`src/rtl/core/sof_length_checksum_frame_parser_assert.svh`:
```
// Assertion macros used by the frame parser's result sequencer.
// Expects signals named clk and rst_n in the including module's scope.
`ifndef SOF_LENGTH_CHECKSUM_FRAME_PARSER_ASSERT_SVH
`define SOF_LENGTH_CHECKSUM_FRAME_PARSER_ASSERT_SVH

// Same-cycle implication, masked during reset.
`define SLCFP_ASSERT_IMP(lbl, ante, cons, msg) \
  lbl: assert property (@(posedge clk) disable iff (!rst_n) (ante) |-> (cons)) \
    else $error(msg);

// Next-cycle implication, masked during reset.
`define SLCFP_ASSERT_NXT(lbl, ante, cons, msg) \
  lbl: assert property (@(posedge clk) disable iff (!rst_n) (ante) |=> (cons)) \
    else $error(msg);

`endif

```
`src/rtl/core/slcfp_pkg.sv`:
```
// Shared types and constants for the frame parser.
// No dependencies; imported by the parser, the result sequencer and the top level.
package slcfp_pkg;

  localparam int MAX_LENGTH_DEF = 16;

  localparam int CFG_IDX_W  = 1;
  localparam int CFG_DATA_W = 32;

  localparam logic [CFG_IDX_W-1:0] CFG_TIMEOUT = 1'd0;
  localparam logic [CFG_IDX_W-1:0] CFG_START   = 1'd1;

  localparam logic [31:0] TIMEOUT_RST = 32'd50;
  localparam logic [7:0]  START_RST   = 8'hAA;

  localparam logic [2:0] ST_RECEIVING = 3'd0;
  localparam logic [2:0] ST_FRAME_OK  = 3'd1;
  localparam logic [2:0] ST_CSUM_ERR  = 3'd2;
  localparam logic [2:0] ST_TIMEOUT   = 3'd3;
  localparam logic [2:0] ST_LEN_ERR   = 3'd4;

  // One pending response from the byte parser to the result sequencer.
  typedef struct packed {
    logic [2:0] status;
    logic [7:0] command;
    logic [4:0] frame_length;
    logic       burst;        // good frame with payload: drain the payload store
  } job_t;

endpackage

```
`src/rtl/core/slcfp_payload_ram.sv`:
```
// Payload store: one write port, one read port, registered read data.
// Depends on nothing; contents are undefined until written.
module slcfp_payload_ram #(
  parameter int DEPTH = 16,
  parameter int AW    = 4
) (
  input  logic          clk,
  input  logic          wr_en,
  input  logic [AW-1:0] wr_addr,
  input  logic [7:0]    wr_data,
  input  logic          rd_en,
  input  logic [AW-1:0] rd_addr,
  output logic [7:0]    rd_data
);

  logic [7:0] mem [DEPTH];
  logic [7:0] rd_data_r;

  always_ff @(posedge clk) begin
    if (wr_en) begin
      mem[wr_addr] <= wr_data;
    end
    if (rd_en) begin
      rd_data_r <= mem[rd_addr];
    end
  end

  assign rd_data = rd_data_r;

endmodule

```
`src/rtl/core/slcfp_parser.sv`:
```
// Byte parser: config registers, gap timeout, frame state machine, payload writes.
// Depends on slcfp_pkg; emits one job per accepted byte.
module slcfp_parser #(
  parameter int MAX_LENGTH = slcfp_pkg::MAX_LENGTH_DEF,
  parameter int AW = 4,
  parameter int CW = 5
) (
  input  logic                             clk,
  input  logic                             rst_n,
  input  logic                             cfg_valid,
  input  logic [slcfp_pkg::CFG_IDX_W-1:0]  cfg_index,
  input  logic [slcfp_pkg::CFG_DATA_W-1:0] cfg_data,
  input  logic                             byte_accept,
  input  logic [7:0]                       data_byte,
  input  logic [31:0]                      arrival_time,
  output slcfp_pkg::job_t                  job,
  output logic [CW-1:0]                    job_count,
  output logic                             wr_en,
  output logic [AW-1:0]                    wr_addr,
  output logic [7:0]                       wr_data
);

  import slcfp_pkg::*;

  typedef enum logic [2:0] {
    PH_WAIT,
    PH_CMD,
    PH_LEN,
    PH_DATA,
    PH_CHECK
  } phase_t;

  phase_t      phase_r, phase_nxt;
  logic [31:0] timeout_r, timeout_nxt;
  logic [7:0]  start_r, start_nxt;
  logic [7:0]  held_command_r, held_command_nxt;
  logic [CW-1:0] held_length_r, held_length_nxt;
  logic [CW-1:0] byte_count_r, byte_count_nxt;
  logic [7:0]  running_xor_r, running_xor_nxt;
  logic [31:0] previous_time_r, previous_time_nxt;
  logic        time_seen_r, time_seen_nxt;

  logic [31:0] gap;
  logic        timed_out;
  logic [CW-1:0] count_inc;

  assign gap       = arrival_time - previous_time_r;
  assign timed_out = time_seen_r && (gap > timeout_r);
  assign count_inc = CW'(byte_count_r + 1'b1);

  assign wr_addr = byte_count_r[AW-1:0];
  assign wr_data = data_byte;

  always_comb begin
    phase_nxt         = phase_r;
    timeout_nxt       = timeout_r;
    start_nxt         = start_r;
    held_command_nxt  = held_command_r;
    held_length_nxt   = held_length_r;
    byte_count_nxt    = byte_count_r;
    running_xor_nxt   = running_xor_r;
    previous_time_nxt = previous_time_r;
    time_seen_nxt     = time_seen_r;
    job               = '{status: ST_RECEIVING, command: 8'd0, frame_length: 5'd0,
                          burst: 1'b0};
    job_count         = '0;
    wr_en             = 1'b0;

    if (cfg_valid) begin
      unique case (cfg_index)
        CFG_TIMEOUT: timeout_nxt = cfg_data;
        CFG_START:   start_nxt   = cfg_data[7:0];
        default: ;
      endcase
    end

    if (byte_accept) begin
      previous_time_nxt = arrival_time;
      if (timed_out) begin
        // drop the byte and hunt for a new start
        phase_nxt  = PH_WAIT;
        job.status = ST_TIMEOUT;
      end else begin
        time_seen_nxt = 1'b1;
        unique case (phase_r)
          PH_WAIT: begin
            if (data_byte == start_r) begin
              phase_nxt       = PH_CMD;
              running_xor_nxt = 8'd0;
              byte_count_nxt  = '0;
            end
          end
          PH_CMD: begin
            held_command_nxt = data_byte;
            running_xor_nxt  = running_xor_r ^ data_byte;
            phase_nxt        = PH_LEN;
          end
          PH_LEN: begin
            running_xor_nxt = running_xor_r ^ data_byte;
            byte_count_nxt  = '0;
            if ({1'b0, data_byte} > 9'(MAX_LENGTH)) begin
              phase_nxt       = PH_WAIT;
              held_length_nxt = '0;
              job.status      = ST_LEN_ERR;
              job.command     = held_command_r;
            end else begin
              held_length_nxt = CW'(data_byte);
              phase_nxt       = (data_byte == 8'd0) ? PH_CHECK : PH_DATA;
            end
          end
          PH_DATA: begin
            wr_en           = 1'b1;
            byte_count_nxt  = count_inc;
            running_xor_nxt = running_xor_r ^ data_byte;
            if (count_inc >= held_length_r) begin
              phase_nxt = PH_CHECK;
            end
          end
          PH_CHECK: begin
            phase_nxt   = PH_WAIT;
            job.command = held_command_r;
            if (running_xor_r == data_byte) begin
              job.status = ST_FRAME_OK;
              if (held_length_r != '0) begin
                job.frame_length = 5'(held_length_r);
                job.burst        = 1'b1;
                job_count        = held_length_r;
              end
            end else begin
              job.status       = ST_CSUM_ERR;
              job.frame_length = 5'(held_length_r);
            end
          end
          default: phase_nxt = PH_WAIT;
        endcase
      end
    end
  end

  always_ff @(posedge clk) begin
    if (!rst_n) begin
      phase_r         <= PH_WAIT;
      timeout_r       <= TIMEOUT_RST;
      start_r         <= START_RST;
      held_command_r  <= 8'd0;
      held_length_r   <= '0;
      byte_count_r    <= '0;
      running_xor_r   <= 8'd0;
      previous_time_r <= 32'd0;
      time_seen_r     <= 1'b0;
    end else begin
      phase_r         <= phase_nxt;
      timeout_r       <= timeout_nxt;
      start_r         <= start_nxt;
      held_command_r  <= held_command_nxt;
      held_length_r   <= held_length_nxt;
      byte_count_r    <= byte_count_nxt;
      running_xor_r   <= running_xor_nxt;
      previous_time_r <= previous_time_nxt;
      time_seen_r     <= time_seen_nxt;
    end
  end

endmodule

```
`src/rtl/core/slcfp_emitter.sv`:
```
// Result sequencer: holds one pending job, drains the payload store, output register.
// Depends on slcfp_pkg and the assertion macros header.
`include "sof_length_checksum_frame_parser_assert.svh"

module slcfp_emitter #(
  parameter int AW = 4,
  parameter int CW = 5
) (
  input  logic            clk,
  input  logic            rst_n,
  input  logic            job_in_valid,
  input  slcfp_pkg::job_t job_in,
  input  logic [CW-1:0]   job_in_count,
  output logic            job_pending,
  output logic            rd_en,
  output logic [AW-1:0]   rd_addr,
  input  logic [7:0]      rd_data,
  output logic            out_valid,
  input  logic            out_stall,
  output logic [2:0]      out_status,
  output logic [7:0]      out_command,
  output logic [4:0]      out_frame_length,
  output logic [7:0]      out_payload_byte,
  output logic [3:0]      out_payload_index,
  output logic            out_last
);

  import slcfp_pkg::*;

  typedef enum logic {
    EM_IDLE,
    EM_SEND
  } em_state_t;

  em_state_t     state_r, state_nxt;
  logic          job_valid_r, job_valid_nxt;
  job_t          job_r, job_nxt;
  logic [CW-1:0] job_count_r, job_count_nxt;
  logic [AW-1:0] idx_r, idx_nxt;

  logic          out_valid_r, out_valid_nxt;
  logic [2:0]    status_r, status_nxt;
  logic [7:0]    command_r, command_nxt;
  logic [4:0]    length_r, length_nxt;
  logic [7:0]    pbyte_r, pbyte_nxt;
  logic [3:0]    pindex_r, pindex_nxt;
  logic          last_r, last_nxt;

  logic          slot_free;
  logic          last_hit;

  assign slot_free = !out_valid_r || !out_stall;
  assign last_hit  = (CW'(idx_r) + 1'b1) == job_count_r;

  always_comb begin
    state_nxt     = state_r;
    job_valid_nxt = job_valid_r;
    job_nxt       = job_r;
    job_count_nxt = job_count_r;
    idx_nxt       = idx_r;
    out_valid_nxt = out_valid_r && out_stall;
    status_nxt    = status_r;
    command_nxt   = command_r;
    length_nxt    = length_r;
    pbyte_nxt     = pbyte_r;
    pindex_nxt    = pindex_r;
    last_nxt      = last_r;
    rd_en         = 1'b0;
    rd_addr       = '0;

    if (job_in_valid) begin
      job_valid_nxt = 1'b1;
      job_nxt       = job_in;
      job_count_nxt = job_in_count;
    end

    unique case (state_r)
      EM_IDLE: begin
        if (job_valid_r) begin
          if (job_r.burst) begin
            // prime the read of the first payload entry
            rd_en     = 1'b1;
            idx_nxt   = '0;
            state_nxt = EM_SEND;
          end else if (slot_free) begin
            out_valid_nxt = 1'b1;
            status_nxt    = job_r.status;
            command_nxt   = job_r.command;
            length_nxt    = job_r.frame_length;
            pbyte_nxt     = 8'd0;
            pindex_nxt    = 4'd0;
            last_nxt      = 1'b1;
            job_valid_nxt = 1'b0;
          end
        end
      end
      EM_SEND: begin
        if (slot_free) begin
          out_valid_nxt = 1'b1;
          status_nxt    = job_r.status;
          command_nxt   = job_r.command;
          length_nxt    = job_r.frame_length;
          pbyte_nxt     = rd_data;
          pindex_nxt    = 4'(idx_r);
          last_nxt      = last_hit;
          if (last_hit) begin
            job_valid_nxt = 1'b0;
            state_nxt     = EM_IDLE;
          end else begin
            // overlap the next read with this load
            rd_en   = 1'b1;
            rd_addr = AW'(idx_r + 1'b1);
            idx_nxt = AW'(idx_r + 1'b1);
          end
        end
      end
      default: state_nxt = EM_IDLE;
    endcase
  end

  always_ff @(posedge clk) begin
    if (!rst_n) begin
      state_r     <= EM_IDLE;
      job_valid_r <= 1'b0;
      out_valid_r <= 1'b0;
    end else begin
      state_r     <= state_nxt;
      job_valid_r <= job_valid_nxt;
      out_valid_r <= out_valid_nxt;
      job_r       <= job_nxt;
      job_count_r <= job_count_nxt;
      idx_r       <= idx_nxt;
      status_r    <= status_nxt;
      command_r   <= command_nxt;
      length_r    <= length_nxt;
      pbyte_r     <= pbyte_nxt;
      pindex_r    <= pindex_nxt;
      last_r      <= last_nxt;
    end
  end

  assign job_pending       = job_valid_r;
  assign out_valid         = out_valid_r;
  assign out_status        = status_r;
  assign out_command       = command_r;
  assign out_frame_length  = length_r;
  assign out_payload_byte  = pbyte_r;
  assign out_payload_index = pindex_r;
  assign out_last          = last_r;

  `SLCFP_ASSERT_IMP(a_no_overwrite, job_in_valid, !job_valid_r, "job written while pending")
  `SLCFP_ASSERT_NXT(a_job_taken, job_in_valid, job_valid_r, "accepted job not held")
  `SLCFP_ASSERT_IMP(a_send_burst, state_r == EM_SEND, job_valid_r && job_r.burst,
                    "drain without a burst job")
  `SLCFP_ASSERT_IMP(a_idx_range, state_r == EM_SEND, CW'(idx_r) < job_count_r,
                    "payload index past frame length")
  `SLCFP_ASSERT_IMP(a_mid_burst, out_valid_r && !last_r, state_r == EM_SEND,
                    "non-final result outside a drain")

endmodule

```
`src/rtl/core/sof_length_checksum_frame_parser.sv`:
```
// Top level of the start/length/XOR-checksum frame parser.
// Depends on slcfp_pkg, slcfp_parser, slcfp_emitter and slcfp_payload_ram.
//
// Takes one received byte per input transaction, each with a 32-bit arrival
// timestamp, and parses frames laid out as start byte, command, length,
// payload and an XOR checksum over command, length and payload. Every byte
// yields at least one result transaction: status 0 while hunting or in a
// frame, 3 when the gap to the previous byte exceeds timeout_ticks (the
// byte is dropped and the parser hunts for a start byte), 4 for a length
// above MAX_LENGTH, 2 for a checksum mismatch, and 1 for a good frame, which
// yields one result per payload byte (or a single result for an empty
// frame); last marks the final result of each input transaction. Payload
// bytes are kept in a one-read, one-write synchronous store of MAX_LENGTH
// entries that needs no clearing after reset; the store is only read after
// the current frame has written it. Timing: each accepted byte's job is
// registered in the job slot and loaded from there into the output register
// once the output is free; no new byte is taken while the slot holds a job.
// Results queue behind one pending entry, so in_stall rises only while that
// entry is occupied. A good frame keeps in_stall high until its last payload
// result is loaded: the store's registered read port delivers one entry per
// cycle while the output is not stalled. Configuration writes (cfg_ready is
// always high) are taken in any cycle and must only be issued while the
// block is idle.
module sof_length_checksum_frame_parser #(
  parameter int MAX_LENGTH = slcfp_pkg::MAX_LENGTH_DEF
) (
  input  logic                             clk,
  input  logic                             rst_n,
  input  logic                             in_valid,
  output logic                             in_stall,
  input  logic [7:0]                       in_data_byte,
  input  logic [31:0]                      in_arrival_time,
  output logic                             out_valid,
  input  logic                             out_stall,
  output logic [2:0]                       out_status,
  output logic [7:0]                       out_command,
  output logic [4:0]                       out_frame_length,
  output logic [7:0]                       out_payload_byte,
  output logic [3:0]                       out_payload_index,
  output logic                             out_last,
  input  logic                             cfg_valid,
  output logic                             cfg_ready,
  input  logic [slcfp_pkg::CFG_IDX_W-1:0]  cfg_index,
  input  logic [slcfp_pkg::CFG_DATA_W-1:0] cfg_data
);

  import slcfp_pkg::*;

  // Store address width and a count width able to hold MAX_LENGTH itself.
  localparam int AW = (MAX_LENGTH > 1) ? $clog2(MAX_LENGTH) : 1;
  localparam int CW = $clog2(MAX_LENGTH + 1);

  logic          byte_accept;
  job_t          job;
  logic [CW-1:0] job_count;
  logic          job_pending;
  logic          wr_en;
  logic [AW-1:0] wr_addr;
  logic [7:0]    wr_data;
  logic          rd_en;
  logic [AW-1:0] rd_addr;
  logic [7:0]    rd_data;

  // Take a byte whenever no earlier result is still waiting in the job slot.
  assign in_stall    = job_pending;
  assign byte_accept = in_valid && !in_stall;
  assign cfg_ready   = 1'b1;

  slcfp_parser #(
    .MAX_LENGTH (MAX_LENGTH),
    .AW         (AW),
    .CW         (CW)
  ) u_parser (
    .clk          (clk),
    .rst_n        (rst_n),
    .cfg_valid    (cfg_valid),
    .cfg_index    (cfg_index),
    .cfg_data     (cfg_data),
    .byte_accept  (byte_accept),
    .data_byte    (in_data_byte),
    .arrival_time (in_arrival_time),
    .job          (job),
    .job_count    (job_count),
    .wr_en        (wr_en),
    .wr_addr      (wr_addr),
    .wr_data      (wr_data)
  );

  // Payload store: written while payload bytes arrive, drained on a good frame.
  slcfp_payload_ram #(
    .DEPTH (MAX_LENGTH),
    .AW    (AW)
  ) u_payload_ram (
    .clk     (clk),
    .wr_en   (wr_en),
    .wr_addr (wr_addr),
    .wr_data (wr_data),
    .rd_en   (rd_en),
    .rd_addr (rd_addr),
    .rd_data (rd_data)
  );

  // Hold the pending job; feed the output one result per cycle unless stalled.
  slcfp_emitter #(
    .AW (AW),
    .CW (CW)
  ) u_emitter (
    .clk               (clk),
    .rst_n             (rst_n),
    .job_in_valid      (byte_accept),
    .job_in            (job),
    .job_in_count      (job_count),
    .job_pending       (job_pending),
    .rd_en             (rd_en),
    .rd_addr           (rd_addr),
    .rd_data           (rd_data),
    .out_valid         (out_valid),
    .out_stall         (out_stall),
    .out_status        (out_status),
    .out_command       (out_command),
    .out_frame_length  (out_frame_length),
    .out_payload_byte  (out_payload_byte),
    .out_payload_index (out_payload_index),
    .out_last          (out_last)
  );

endmodule

```
`config.mk`:
```
export PLATFORM = sky130hd
export DESIGN_NAME = sof_length_checksum_frame_parser
export DESIGN_NICKNAME = d
export VERILOG_FILES = /design/src/rtl/core/slcfp_pkg.sv /design/src/rtl/core/slcfp_payload_ram.sv /design/src/rtl/core/slcfp_parser.sv /design/src/rtl/core/slcfp_emitter.sv /design/src/rtl/core/sof_length_checksum_frame_parser.sv
export VERILOG_INCLUDE_DIRS = /design/src /design/src/rtl/core
export SDC_FILE = /design/constraint.sdc
export NUM_CORES = 1
export LEC_CHECK = 0
export BUFFER_PORTS_ARGS = -buffer_cell sky130_fd_sc_hd__buf_2
export CORE_MARGIN = 1
export CORE_UTILIZATION = 35
export DETAILED_ROUTE_END_ITERATION = 6
export GPL_TIMING_DRIVEN = 0
export PLACE_DENSITY = 0.48
export SYNTH_ARGS = -nofsm -noshare
export SYNTH_HDL_FRONTEND = slang
export SYNTH_SLANG_ARGS = --single-unit
```
`constraint.sdc`:
```
create_clock -name clk -period 12.2 [get_ports clk]
set_clock_uncertainty 0.15 [all_clocks]
set_input_delay 0.61 -clock clk [delete_from_list [all_inputs] [get_ports clk]]
set_output_delay 0.61 -clock clk [all_outputs]
set_load 0.05 [all_outputs]
```
# After elaboration in Yosys (flattened, before gate mapping)

Memories as Yosys holds them, arrays and structs flattened. A register that Yosys moved wholly into a read port is not among the register bits.
Index checks and enable logic that the tools add are counted.

Word-level logic and storage cells: 157
Memories: 1
Flip-flop bits (word level): 160
Output and inout bits: 32
Memory bits (writable): 128

Memory list:

| name              | depth | bits a word | rd ports | clocked after Yosys merged registers in | wr ports | RTL line                | text |
|---|---|---|---|---|---|---|---|
| u_payload_ram.mem | 16    | 8           | 1        | 1                                       | 1        | slcfp_payload_ram.sv:16 | `logic [7:0] mem [DEPTH];` |

$add $sub $neg: 4
Bitwise logic cells: 7
Order comparisons: 3
Reduce and logical (&&, ||, !) cells: 28
Mux-type cells: 74
Eq/ne operators: 16

Operators by type and width:

| operator             | count |
|---|---|
| $mux W8              | 8 |
| $pmux W8 S2          | 3 |
| $mux W4              | 11 |
| $gt A32 B32 Y1       | 1 |
| $sub A32 B32 Y32     | 1 |
| $mux W5              | 6 |
| $mux W3              | 8 |
| $mux W1              | 23 |
| $pmux W11 S2         | 1 |
| $eq A8 B8 Y1         | 2 |
| $pmux W4 S2          | 2 |
| $pmux W5 S3          | 1 |
| $pmux W3 S4          | 1 |
| $reduce_and A3 Y1    | 4 |
| $mux W11             | 1 |
| $pmux W1 S2          | 5 |
| $pmux W5 S2          | 1 |
| $reduce_and A5 Y1    | 2 |
| $gt A8 B5 Y1 const B | 1 |
| $logic_not A8 Y1     | 1 |
| $ne A2 B1 Y1 const B | 4 |
| $reduce_and A2 Y1    | 4 |
| $reduce_and A4 Y1    | 2 |
| $xor A8 B8 Y8        | 1 |
| other kinds (24)     | 38 |

# Longest topological paths before layout

Gate-level depths: netlist (run 1).

Word-level depth: 7
Gate-level depth with buffers: 22

# By module

Synthesis (run 1) repeated with hierarchy kept, for this count alone.

Cells, all modules: 1268
Area total of the unflattened synthesis: 14438.8 µm²

By module, submodules not included:

| module                           | times used | area each (µm²) | cells an instance |
|---|---|---|---|
| slcfp_parser                     | 1          | 7074.3          | 916 |
| slcfp_payload_ram                | 1          | 5227.5          | 229 |
| slcfp_emitter                    | 1          | 2112.0          | 120 |
| sof_length_checksum_frame_parser | 1          | 25.0            | 3 |

# Worst setup path before layout (run 1)

OpenSTA, ideal clock, no wires.

Path kind: input port to flip-flop
Start: in in_arrival_time[0]
End: mem u_payload_ram.mem[0][0], enable pin
Cell stages on the path: 20
Arrival: 4575 ps
Path slack: 7105 ps
Setup time: 370 ps
Path through: inv_1 ha_1 inv_1 fa_1 a21o_1 nand4_1 a211o_1 nand3_1 a21oi_1 nor2_1 a2111oi_0 nor2_1 ha_1 a21o_1 a211o_1 a211oi_2 nor3_1 nor4b_4 o21ai_0 nor2_1

Word-level cells in the longest chain between the ends: 7

Ends and longest elaborated chain:

| what                          | RTL line                               | text |
|---|---|---|
| start: declaration            | sof_length_checksum_frame_parser.sv:32 | `input logic [31:0] in_arrival_time,` |
| $sub A32 B32 Y32              | slcfp_parser.sv:47                     | `assign gap = arrival_time - previous_time_r;` |
| $gt A32 B32 Y1                | slcfp_parser.sv:48                     | `assign timed_out = time_seen_r && (gap > timeout_r);` |
| $logic_and A1 B1 Y1           | slcfp_parser.sv:48                     |  |
| $mux W1                       | slcfp_parser.sv:79                     | `if (timed_out) begin` |
| $mux W1                       | slcfp_parser.sv:77                     | `if (byte_accept) begin` |
| $mux W1                       | slcfp_payload_ram.sv:20                | `if (wr_en) begin` |
| $mux W1 (not written as such) | slcfp_payload_ram.sv:21                | `mem[wr_addr] <= wr_data;` |
| end: declaration              | slcfp_payload_ram.sv:16                |  |

No other way between the ends.

# Final worst setup path (run 1)

Start: reg u_parser.previous_time_r[0]
End: mem u_payload_ram.mem[8][6], enable pin

Word-level cells in the longest chain between the ends: 7

Ends and longest elaborated chain:

| what                          | RTL line                | text |
|---|---|---|
| start: declaration            | slcfp_parser.sv:40      | `logic [31:0] previous_time_r, previous_time_nxt;` |
| start signal: assignment      | slcfp_parser.sv:159     | `previous_time_r <= previous_time_nxt;` |
| $sub A32 B32 Y32              | slcfp_parser.sv:47      |  |
| $gt A32 B32 Y1                | slcfp_parser.sv:48      |  |
| $logic_and A1 B1 Y1           | slcfp_parser.sv:48      |  |
| $mux W1                       | slcfp_parser.sv:79      |  |
| $mux W1                       | slcfp_parser.sv:77      |  |
| $mux W1                       | slcfp_payload_ram.sv:20 |  |
| $mux W1 (not written as such) | slcfp_payload_ram.sv:21 |  |

No other way between the ends.

==> metrics.yaml, run 1 <==
power_density_nw_per_um2: 151.3
track_usage_pct: 17.65
syn_area_um2: 14480
dieWidth_um: 205.4
dpl_worst_slack_ns: 5.648
critPathArrivalTime_ns: 6.08
hpwl_mm: 26.41
period_minus_slack_ns: 6.063
dominantRegCellSynth: "edfxtp_1"
post-cts-setup-buffers: 0
netlist_top_cells_area: "edfxtp_1 40%, dfxtp_1 15%, nand2_1 6.4%, ha_1 6.3%, a21boi_0 3.6%"
io_buffer_count: 107
hold_class: "in -> reg"
grt_overflow: 0
p_leak_nw: 6.180
cts_resized: 0
critPathLaunchType: "register"
cts_buffers: 36
syn_inst: 1370
antenna_cells: 0
worstMarginPinSlew_ns: 1.205
area_growth_pct: 16.97
required_ns: 12.22
drive_gt1_share_pct: 13.77
die_y_um: 205.4
gp_congestion: 0.8273
cts.path.max_buffers: 3
numClockSinks: 296
cts_tree: "yes"
worstSetupEndpointType: "register"
maxSlewHeadroom_pct: 19.38
via_count: 10310
worst_slack_ns: 6.137
grt_pass1_vias: 10010
htree_levels: 2
hold_viol_final: 0
ant_nets: 0
drc: 0
synth_area_leader_cell: "edfxtp_1"
startpoint: "u_parser.previous_time_r[0]$_SDFFE_PN0P_"
max_freq_mhz: 164.9
post-route-util_pct: 41.49
crit_path_max_fanout: 10
fin_nets: 1667
fin_setup_tns_ns: 0
antenna_found_initial: 0
synthArstFlopShare_pct: 0
wl_per_cell_um: 17.71
status: "finished clean"
r2r-end: "u_payload_ram.mem[8][6]$_DFFE_PP_"
synth_common_cells: "247 x nand2_1, 191 x edfxtp_1, 105 x dfxtp_1, 92 x inv_1, 79 x nor2_1"
syn-num-nets: 1522
p_total_mw: 2.564
synth.most_common_cell: "nand2_1"
fin_crit_sh_pct: 49.70
grt_start_max_net_pins: 23
setup_viol: 0
reg2regPathDepth: 19
worstSkewPairLatency_ns: 0.54
synth-seq-cells: 296
grt_pass1_wl_mm: 56.91
die_area_um2: 42200
synth-edff-count: 191
vias_per_cell: 4.977
rsz0062_at_grt: "no"
clk_pin_slew_ns: 0.05
reg2reg_from: "u_parser.previous_time_r[0]$_SDFFE_PN0P_"
yosysUniqueCellTypes: 70
maxSlewViolCount: 0
fp-row-count: 74
coreArea_um2: 40830
r2r_setup_slack_ns: 6.14
first_pass_iters: 5
synth_top_area_share_pct: 39.60
ir_drop_mv: 0.08835
worstSetupPathType: "reg -> reg"
holdBufCountCts: 0
routed_wl_mm: 36.70
syn_avg_cell_area_um2: 10.57
io-pin-count: 110
maxCapViolations: 0
initial_core_util_pct: 35.47
cts_root_buf: "clkbuf_16"
ys_warn_count: 0
seq_area_frac_synth_pct: 54.11
endpoint: "u_payload_ram.mem[8][6]$_DFFE_PP_"
drtIter0Drc: 703
-- through the flow --
stage          area, µm²  hold WS (ns)  instances
6_report           16940        0.1826       2072
5_1_grt            16940        0.1776       2072
4_1_cts            16940        0.1477       2072
3_5_place_dp       15690        0.2556       2009
3_3_place_gp       15690        0.2540       2009
2_1_floorplan      14480        0.2503       1370
-- sequential cells by signal, indices dropped and copies added (netlist names), 3 cells and up --
| name | cells |
|---|---|
| u_emitter.out_frame_length | 5 |
| u_parser.previous_time_r | 32 |
| u_emitter.job_r | 17 |
| u_parser.start_r | 8 |
| u_parser.timeout_r | 32 |
| u_parser.held_length_r | 5 |
| u_parser.held_command_r | 8 |
| u_payload_ram.rd_data | 8 |
| u_emitter.idx_r | 4 |
| u_payload_ram.mem | 128 |
| u_emitter.job_count_r | 5 |
| u_emitter.out_status | 3 |
| u_emitter.out_command | 8 |
| u_parser.byte_count_r | 5 |
| u_parser.phase_r | 3 |
| u_emitter.out_payload_byte | 8 |
| u_emitter.out_payload_index | 4 |
| u_parser.running_xor_r | 8 |
-- critical path, stage by stage, from the launching register on --
cell,delay (ns)
dfxtp_1,0.34
ha_1,0.18
inv_1,0.06
fa_1,0.39
a21o_1,0.19
nand4_1,0.14
a211o_1,0.18
nand3_1,0.18
a21oi_1,0.42
nor2_1,0.07
a2111oi_0,0.37
nor2_1,0.08
ha_1,0.32
a21o_1,0.17
a211o_1,0.30
a211oi_2,0.21
nor3_1,0.11
nor4b_4,0.68
o21ai_0,0.39
nor2_1,0.78
-- cells in the final DEF, fill, tap and decap left out, types with 13 or more instances in the layout --
cell type / netlist / layout
clkbuf_1: 51 / 55
mux4_2: 16 / 16
ha_1: 73 / 73
nor2_1: 79 / 79
dfxtp_1: 105 / 105
a21oi_1: 42 / 42
nand2_1: 247 / 247
inv_1: 92 / 92
a21boi_0: 69 / 69
clkbuf_16: 0 / 36
and2_1: 23 / 23
nand3_1: 48 / 48
o21ai_0: 40 / 40
nor3_1: 13 / 13
xnor2_1: 29 / 29
edfxtp_1: 191 / 191
buf_2: 7 / 114
xor2_1: 23 / 23
a21o_1: 24 / 24
-- how the worst min path moves through the flow --
stage                                      start                                       to  slack, ns  cells after the start
4_1_cts                             cfg_data[20]      u_parser.timeout_r[20]$_SDFFE_PN0P_       0.15                      3
6_report                            cfg_data[20]      u_parser.timeout_r[20]$_SDFFE_PN0P_       0.18                      3
5_1_grt                             cfg_data[25]      u_parser.timeout_r[25]$_SDFFE_PN0P_       0.18                      3
3_3_place_gp   u_emitter.job_r[13]$_SDFFCE_PP0P_       u_emitter.out_command[7]$_DFFE_PP_       0.25                      0
2_1_floorplan   u_emitter.job_r[6]$_SDFFCE_PP0P_       u_emitter.out_command[0]$_DFFE_PP_       0.25                      0
3_5_place_dp    u_emitter.job_r[1]$_SDFFCE_PP0P_  u_emitter.out_frame_length[0]$_DFFE_PP_       0.26                      0
-- cell families after synthesis --
group / after synthesis / synth area share (%)
and+or+nand+nor: 485 / 15.28
DFF: 296 / 54.11
AOI/OAI and AO/OA: 276 / 13.36
buffers and inverters: 157 / 4.207
adders and majority gates: 75 / 6.514
xor gates and xnor gates: 52 / 3.144
muxes: 28 / 3.352
other: 1 / 0.02589
-- metal layers --
layer / part of all wire (%) / GRT usage, % / vias up
li1: - / - / 5166
met1: 51 / 25.64 / 4917
met2: 44 / 27.16 / 196
met3: 3.5 / 2.613 / 33
met4: 1.7 / 4.974 / 0
met5: 0 / 0 / -
-- cell type report --
type	count	area, µm²
repair buffers	107	535.5
clock inverters	19	286.5
clock buffers	44	970.9
plain buffers	64	260.3
inverters	93	349.1
fillers	3979	23890
multi-input cells	917	6037
well taps	532	665.6
flip-flops and latches	296	7838
-- power breakdown --
part           internal [mW]  switching [mW]  total (mW)
Combinational          0.122           0.204       0.327
Clock                  0.715           0.422        1.14
Sequential              1.09         0.00999        1.10
Total                   1.93           0.636        2.56
Power figures use the tool's default switching activity.
==> run 2, diff against run 1 <==
Settings changed: PLACE_DENSITY 0.48 to 0.5.
Clock period 12.2 ns to 5.2 ns, I/O delays scaled along.
==> run 2 against run 1 <==
Register-to-register slack got worse by 5.9 ns. Die area did not move. Count of clock-buffer cells in the layout rose by 4. Power rose by 130%. Design area rose by 6.9%. Sequential power rose by 130%. Non-clock buffer count rose by 88. First-iteration DRC count fell by 25%. Via count rose by 4.5%.
==> metrics.yaml, run 2 (same netlist as run 1, synthesis figures left out) <==
status: "finished clean"
post-route-util_pct: 44.34  # +2.8 points
area_growth_pct: 24.99
reg2regPathDepth: 23  # +4
largest_register: "u_payload_ram.mem"
grt_overflow: 0  # unchanged
die_area_um2: 42200  # unchanged
via_count: 10780  # +4.5%
io-pin-count: 110  # unchanged
setup_viol: 0  # unchanged
track_usage_pct: 17.76  # +0.11 points
crit_buf_inv: 5  # +4
dieWidth_um: 205.4  # unchanged
whs_endpoint: "u_payload_ram.mem[9][1]$_DFFE_PP_"
cts_tree: "yes"
reg2reg_from: "u_parser.previous_time_r[0]$_SDFFE_PN0P_"
gp_congestion: 0.8543  # +3.3%
required_ns: 5.48  # -6.74 ns
coreArea_um2: 40830  # unchanged
worst_slack_ns: 0.1814  # -5.955 ns
hpwl_mm: 25.95  # -1.7%
cp_cell_sequence: "dlygate4sd3_1, buf_2, ha_1, and4_1, nand3_1, a211oi_4, nor3_2, or2_2, o21ai_1, a21oi_1, xnor2_1, ha_1, a211o_1, a211oi_2, nor3_2, nor4b_4, buf_6, buf_6, o21ai_2, buf_6, or3_1, a32o_1"
drc: 0  # unchanged
fin_setup_tns_ns: 0  # unchanged
layout_commonest_cell: "nand2_1"
max_freq_mhz: 199.3
initial_core_util_pct: 35.47  # unchanged
htree_levels: 2  # unchanged
maxSlewViolCount: 0  # unchanged
critPathArrivalTime_ns: 5.29  # -0.79 ns
fin_crit_sh_pct: 96.51
worstSetupEndpointType: "register"
hold_class: "in -> reg"
power_density_nw_per_um2: 329.7  # +120%
reg_top3: "u_payload_ram.mem (128), u_parser.previous_time_r (32), u_parser.timeout_r (32)"
ant_nets: 0  # unchanged
period_minus_slack_ns: 5.019
cts.path.max_buffers: 3  # unchanged
min-delay-start: "in_data_byte[1]"
place_area_um2: 15690  # unchanged
critPathLaunchType: "input port"
grt_pass1_wl_mm: 57.23  # +0.56%
final_cell_mix: "247 x nand2_1, 191 x edfxtp_1, 114 x buf_2"
dpl_worst_slack_ns: -1.047  # -6.695 ns
maxCapViolations: 0  # unchanged
wl_per_cell_um: 17.19  # -3.0%
drive_gt1_share_pct: 17.44  # +3.7 points
grt_pass1_vias: 10280  # +2.6%
ir_drop_mv: 0.2157  # +140%
worstMarginPinSlew_ns: 1.140  # -0.06515 ns
first_pass_iters: 4  # -1
drtIter0Drc: 529  # -25%
cts_buffers: 36  # unchanged
antenna_found_initial: 1  # +1
holdWs_ns: 0.03139  # -0.1512 ns
io_buffer_count: 107  # unchanged
crit_path_max_fanout: 8  # -2
numClockSinks: 296  # unchanged
cts_root_buf: "clkbuf_16"
crit_family: "simple AND/OR/NAND/NOR gates"
hold_depth: 1  # -2
r2r-end: "u_parser.running_xor_r[5]$_SDFFE_PN0P_"
routed_wl_mm: 37.12  # +1.2%
cpPeakStageDelay_ns: 0.54  # -0.24 ns
maxSlewHeadroom_pct: 23.22  # +3.8 points
grt_start_max_net_pins: 23  # unchanged
worstSkewPairLatency_ns: 0.54  # about the same
layout.cells.non_filler: 2160  # +4.2%
post-place-cells: 2009  # unchanged
cp_common_cell: "buf_6"
largest_register_ff_count: 128  # unchanged
worstSetupPathType: "in -> reg"
vias_per_cell: 4.989  # +0.25%
final_area_um2: 18100  # +6.9%
p_total_mw: 5.968  # +130%
p_leak_nw: 6.589  # +6.6%
die_y_um: 205.4  # unchanged
clk_pin_slew_ns: 0.06  # about the same
antenna_cells: 0  # unchanged
fp-row-count: 74  # unchanged
slowest_stage: "dlygate4sd3_1"
r2r_setup_slack_ns: 0.19  # -5.95 ns
fin_nets: 1755  # +5.3%
hold_viol_final: 0  # unchanged
==> run 2: cell count changes in the layout (fill, tap and decap cells not counted), sizes merged <==
cell         before  now
bufinv            7    3
inv              94   95
buf             120  143
dlygate4sd3       0   69
clkinvlp          1    0
==> run 2: layout make-up <==
cell class,count,area (µm²)
Fill cell,3878,22730
Sequential cell,296,7838
Multi-Input combinational cell,917,6406
Timing Repair Buffer,198,1424
Clock buffer,48,996.0
Tap cell,532,665.6
Inverter,93,349.1
Buffer,61,256.5
Clock inverter,15,168.9
==> run 2: how the worst max path moves through the flow <==
| stage | depth (start not counted) | end | from | slack [ns] |
|---|---|---|---|---|
| 3_3_place_gp | 21 | u_payload_ram.mem[15][5]$_DFFE_PP_ | in_arrival_time[0] | -0.98 |
| 6_report | 22 | u_parser.running_xor_r[5]$_SDFFE_PN0P_ | in_arrival_time[9] | 0.18 |
| 2_1_floorplan | 18 | u_payload_ram.mem[0][0]$_DFFE_PP_ | u_parser.previous_time_r[17]$_SDFFE_PN0P_ | 0.42 |
| 3_5_place_dp | 21 | u_payload_ram.mem[14][5]$_DFFE_PP_ | in_arrival_time[0] | -1.05 |
| 4_1_cts | 23 | u_parser.running_xor_r[5]$_SDFFE_PN0P_ | in_arrival_time[14] | 0.0001 |
| 5_1_grt | 23 | u_parser.running_xor_r[4]$_SDFFE_PN0P_ | u_parser.previous_time_r[0]$_SDFFE_PN0P_ | -0.001 |
==> run 2: per-layer routing <==
metal	share of wire, %	global-route usage, %	routed length [µm]	up-vias
met4	1.9	4.815	689	2
met5	0.043	0	16	-
met3	4.3	2.756	1588	46
met1	48	25.26	17980	5184
met2	45	27.98	16850	194
li1	-	-	-	5351
==> run 2: repair_timing <==
item,4_1_cts,5_1_grt
gates resized for setup,50,49
setup endpoints to repair,175,176
hold buffers,69,0
setup buffers,8,14
pin swaps,6,11
endpoints found under the hold margin,107,0
==> run 2: worst reg2reg max path, stage by stage, from the launching register on <==
cell and delay [ns]:
dfxtp_1 0.34, ha_2 0.19, inv_1 0.05, fa_2 0.35, a21o_1 0.19, nand4_1 0.13, a211o_1 0.21, nand3_4 0.11
a21oi_4 0.17, nor2_1 0.07, a2111oi_2 0.32, nor2_1 0.08, ha_1 0.31, a21o_1 0.16, a211o_1 0.30, a211oi_2 0.23
nor3_2 0.09, nor4b_4 0.28, buf_6 0.15, buf_6 0.13, o21ai_2 0.10, buf_6 0.16, or3_1 0.35, a32o_1 0.27
==> run 2: power by group <==
part / switching (mW) / total [mW] / leakage [nW] / internal, mW
combinational: 0.534 / 0.920 / 3.42 / 0.385
clock: 0.969 / 2.47 / 0.568 / 1.50
sequential: 0.0236 / 2.58 / 2.60 / 2.56
==> run 3, diff against run 2 <==
Settings changed: SYNTH_HIERARCHICAL set to 1.
==> run 3 against run 2 <==
The run now ends with setup timing left. Wire length shrank 2.7%. Flip-flop and latch count stayed put. Critical endpoint is now u_payload_ram/mem[0][7]$_DFFE_PP_. Core utilization is 1.3 points higher. Critical path type is now reg -> reg. Die area decreased by 0.31%. Setup slack got worse by 0.23 ns. Largest cell class unchanged. Largest power group unchanged. Via count down 3.2%.
==> metrics.yaml, run 3 <==
status: "complete, but fails checks"
violations: "setup timing"
max_freq_mhz: 190.4  # -4.4%
cts_buffers: 37  # +2.8%
dpl_worst_slack_ns: -1.021  # +0.02576 ns
seq_area_frac_synth_pct: 54.28  # +0.17 points
io_buffer_count: 100  # -6.5%
maxSlewViolCount: 0  # unchanged
layout.cells.non_filler: 2082  # -3.6%
synthArstFlopShare_pct: 0  # unchanged
cts_root_buf: "clkbuf_16"
r2r-end: "u_payload_ram/mem[0][7]$_DFFE_PP_"
cpPeakStageDelay_ns: 0.48  # -0.06 ns
syn-num-nets: 1417  # -6.9%
maxCapViolations: 0  # unchanged
critPathLaunchType: "register"
antenna_found_initial: 2  # +1
synth.most_common_cell: "edfxtp_1"
slowest_stage: "or3b_4"
initial_core_util_pct: 35.44  # about the same
grt_pass1_vias: 10250  # -0.31%
largest_register: "u_payload_ram/mem"
hold_viol_final: 0  # unchanged
cts_tree: "yes"
grt_start_max_net_pins: 23  # unchanged
cts.path.max_buffers: 3  # unchanged
drc: 0  # unchanged
gp_congestion: 0.8304  # -2.8%
post-place-cells: 1900  # -5.4%
vias_per_cell: 5.013  # +0.47%
ys_warn_count: 6  # +6
r2r_setup_slack_ns: -0.05  # -0.24 ns
min-delay-start: "in_data_byte[7]"
area_growth_pct: 28.70
fin_nets: 1669  # -4.9%
multi_input_area_um2: 6376  # -0.47%
worstSetupPathType: "reg -> reg"
final_cell_mix: "191 x edfxtp_1, 141 x nand2_1, 105 x buf_2"
dieWidth_um: 205.1  # -0.15%
critPathArrivalTime_ns: 5.36  # +0.07 ns
routed_wl_mm: 36.11  # -2.7%
drtIter0Drc: 397  # -25%
syn_area_um2: 14440  # -0.31%
netlist_top_cells_area: "edfxtp_1 40%, dfxtp_1 15%, ha_1 6.1%, nand2_1 3.7%, mux4_2 2.8%"
coreArea_um2: 40740  # -0.23%
die_area_um2: 42070  # -0.31%
track_usage_pct: 17.49  # -0.27 points
yosysUniqueCellTypes: 81  # +16%
maxSlewHeadroom_pct: 16.48  # -6.7 points
crit_buf_inv: 2  # -3
first_pass_iters: 5  # +1
worstMarginPinSlew_ns: 1.248  # +0.1086 ns
nFillCells: 3787  # -2.3%
reg2regPathDepth: 19  # -17%
ant_nets: 0  # unchanged
htree_levels: 2  # unchanged
crit_family: "compound AO/OA/AOI/OAI gates"
seqCellArea_um2: 7846  # +0.11%
synth_top_area_share_pct: 39.72  # +0.12 points
whs_endpoint: "u_parser/running_xor_r[7]$_SDFFE_PN0P_"
wl_per_cell_um: 17.34  # +0.92%
die_y_um: 205.1  # -0.15%
grt_pass1_wl_mm: 56.41  # -1.4%
fp-row-count: 74  # unchanged
synth-edff-count: 191  # unchanged
p_total_mw: 6.129  # +2.7%
syn_inst: 1268  # -7.4%
io-pin-count: 110  # unchanged
crit_path_max_fanout: 8  # unchanged
synth-seq-cells: 296  # unchanged
dominantRegCellSynth: "edfxtp_1"
period_minus_slack_ns: 5.252  # +0.2333 ns
worstSetupEndpointType: "register"
synth_common_cells: "191 x edfxtp_1, 141 x nand2_1, 105 x dfxtp_1, 82 x nor2_1, 81 x inv_1"
power_density_nw_per_um2: 329.8  # about the same
hold_depth: 3  # +2
setup_viol: 28  # +28
drive_gt1_share_pct: 20.79  # +3.3 points
cp_cell_sequence: "inv_1, ha_4, a21o_1, a31oi_4, nand3_2, a31o_4, a2111o_1, and3_1, a211o_1, ha_4, and3_4, nand4_1, o41a_1, o311a_1, a21o_4, nor3_4, or3b_4, nor3_4, buf_12"
ir_drop_mv: 0.2233  # +3.5%
reg2reg_from: "u_parser/previous_time_r[4]$_SDFFE_PN0P_"
synth_area_leader_cell: "edfxtp_1"
worst_slack_ns: -0.05187  # -0.2333 ns
worstSkewPairLatency_ns: 0.55  # about the same
reg_top3: "u_payload_ram/mem (128), u_parser/previous_time_r (32), u_parser/timeout_r (32)"
hpwl_mm: 25.16  # -3.1%
fin_crit_sh_pct: 101.0  # +4.5 points
layout_commonest_cell: "edfxtp_1"
grt_overflow: 0  # unchanged
largest_register_ff_count: 128  # unchanged
via_count: 10440  # -3.2%
syn_avg_cell_area_um2: 11.39  # +7.7%
rsz0062_at_grt: "yes"
clk_pin_slew_ns: 0.06  # about the same
required_ns: 5.31  # -0.17 ns
numClockSinks: 296  # unchanged
p_leak_nw: 6.736  # +2.2%
hold_class: "in -> reg"
[run 3: cell count changes in the layout (fill, tap and decap cells not counted), moves of 14 or more]
cell and delta:
mux4_1 +14, a21oi_1 +35, buf_4 +15, inv_1 -16
a21boi_0 -66, a22oi_1 +17, mux2i_1 +32, buf_12 +14
nand2_1 -106
[run 3: worst max path at each step]
| stage | start | cells past startpoint | slack, ns | to |
|---|---|---|---|---|
| detailed placement | in_arrival_time[0] | 22 | -1.02 | u_payload_ram/mem[6][5]$_DFFE_PP_ |
| finish | u_parser/previous_time_r[4]$_SDFFE_PN0P_ | 19 | -0.05 | u_payload_ram/mem[0][7]$_DFFE_PP_ |
| CTS | u_parser/previous_time_r[12]$_SDFFE_PN0P_ | 20 | -0.22 | u_payload_ram/mem[0][7]$_DFFE_PP_ |
| global route | u_parser/previous_time_r[0]$_SDFFE_PN0P_ | 20 | -0.24 | u_payload_ram/mem[0][7]$_DFFE_PP_ |
| floorplan | u_parser/previous_time_r[13]$_SDFFE_PN0P_ | 19 | 0.002 | u_payload_ram/mem[0][0]$_DFFE_PP_ |
| global placement | in_arrival_time[0] | 22 | -0.97 | u_payload_ram/mem[10][3]$_DFFE_PP_ |
[run 3: stage by stage]
step / util [%] / instance area, µm² / hold WS [ns] / setup TNS, ns
3_5_place_dp: 38.61 / 15730 / 0.2554 / -126.64
4_1_cts: 45.18 / 18410 / 0.02022 / -11.56
5_1_grt: 45.61 / 18580 / 0.08134 / -11.40
6_report: 45.61 / 18580 / 0.05610 / -0.7409
2_1_floorplan: - / 14560 / 0.2340 / 0
3_3_place_gp: 38.61 / 15730 / 0.2573 / -118.84
[run 3: worst min-delay path, stage by stage]
cell,delay [ns]
clkbuf_1,0.22
nand3b_1,0.16
o21ai_1,0.05
[run 3: cell type report]
class                   count  share of cell area, %
flip-flops and latches    296                  42.22
inverters                  81                  1.636
repair buffers            216                  9.554
clock inverters            12                 0.8484
multi-input cells         817                  34.31
plain buffers              71                  1.973
clock buffers              56                  5.858
diodes                      1                0.01347
well taps                 532                  3.582
[run 3: kinds of logic (layout without fill, tap and decap cells)]
| kind of cell | after synthesis | in the layout | share of synthesized area (%) |
|---|---|---|---|
| simple gates | 392 | 392 | 13.02 |
| flops | 296 | 296 | 54.28 |
| compound gates | 232 | 232 | 10.55 |
| buf+inv | 155 | 436 | 4.723 |
| mux | 72 | 72 | 8.128 |
| fa+ha+maj | 71 | 71 | 6.205 |
| xor+xnor | 49 | 49 | 3.076 |
| other cells | 1 | 2 | 0.02597 |
[run 3: power by group]
part           leakage [nW]  switching, mW  internal (mW)
Sequential             2.60         0.0282           2.57
Combinational          3.52          0.542          0.405
Clock                 0.611          0.984           1.60
Total                  6.74           1.55           4.58
[run 3: what timing repair did]
item                                    in CTS  in global routing
gates resized for setup                     67                 21
buffers inserted                            32                 10
hold buffers                                74                  0
pin swaps                                   37                 25
endpoints found under the setup margin     160                163
hold endpoints to repair                   205                  0
[run 3: layer usage]
| metal | share of wire [%] | global-route usage, % |
|---|---|---|
| met1 | 45 | 22.86 |
| met5 | 0.022 | 0 |
| met3 | 4.6 | 3.245 |
| met4 | 1.9 | 4.577 |
| met2 | 48 | 29.60 |
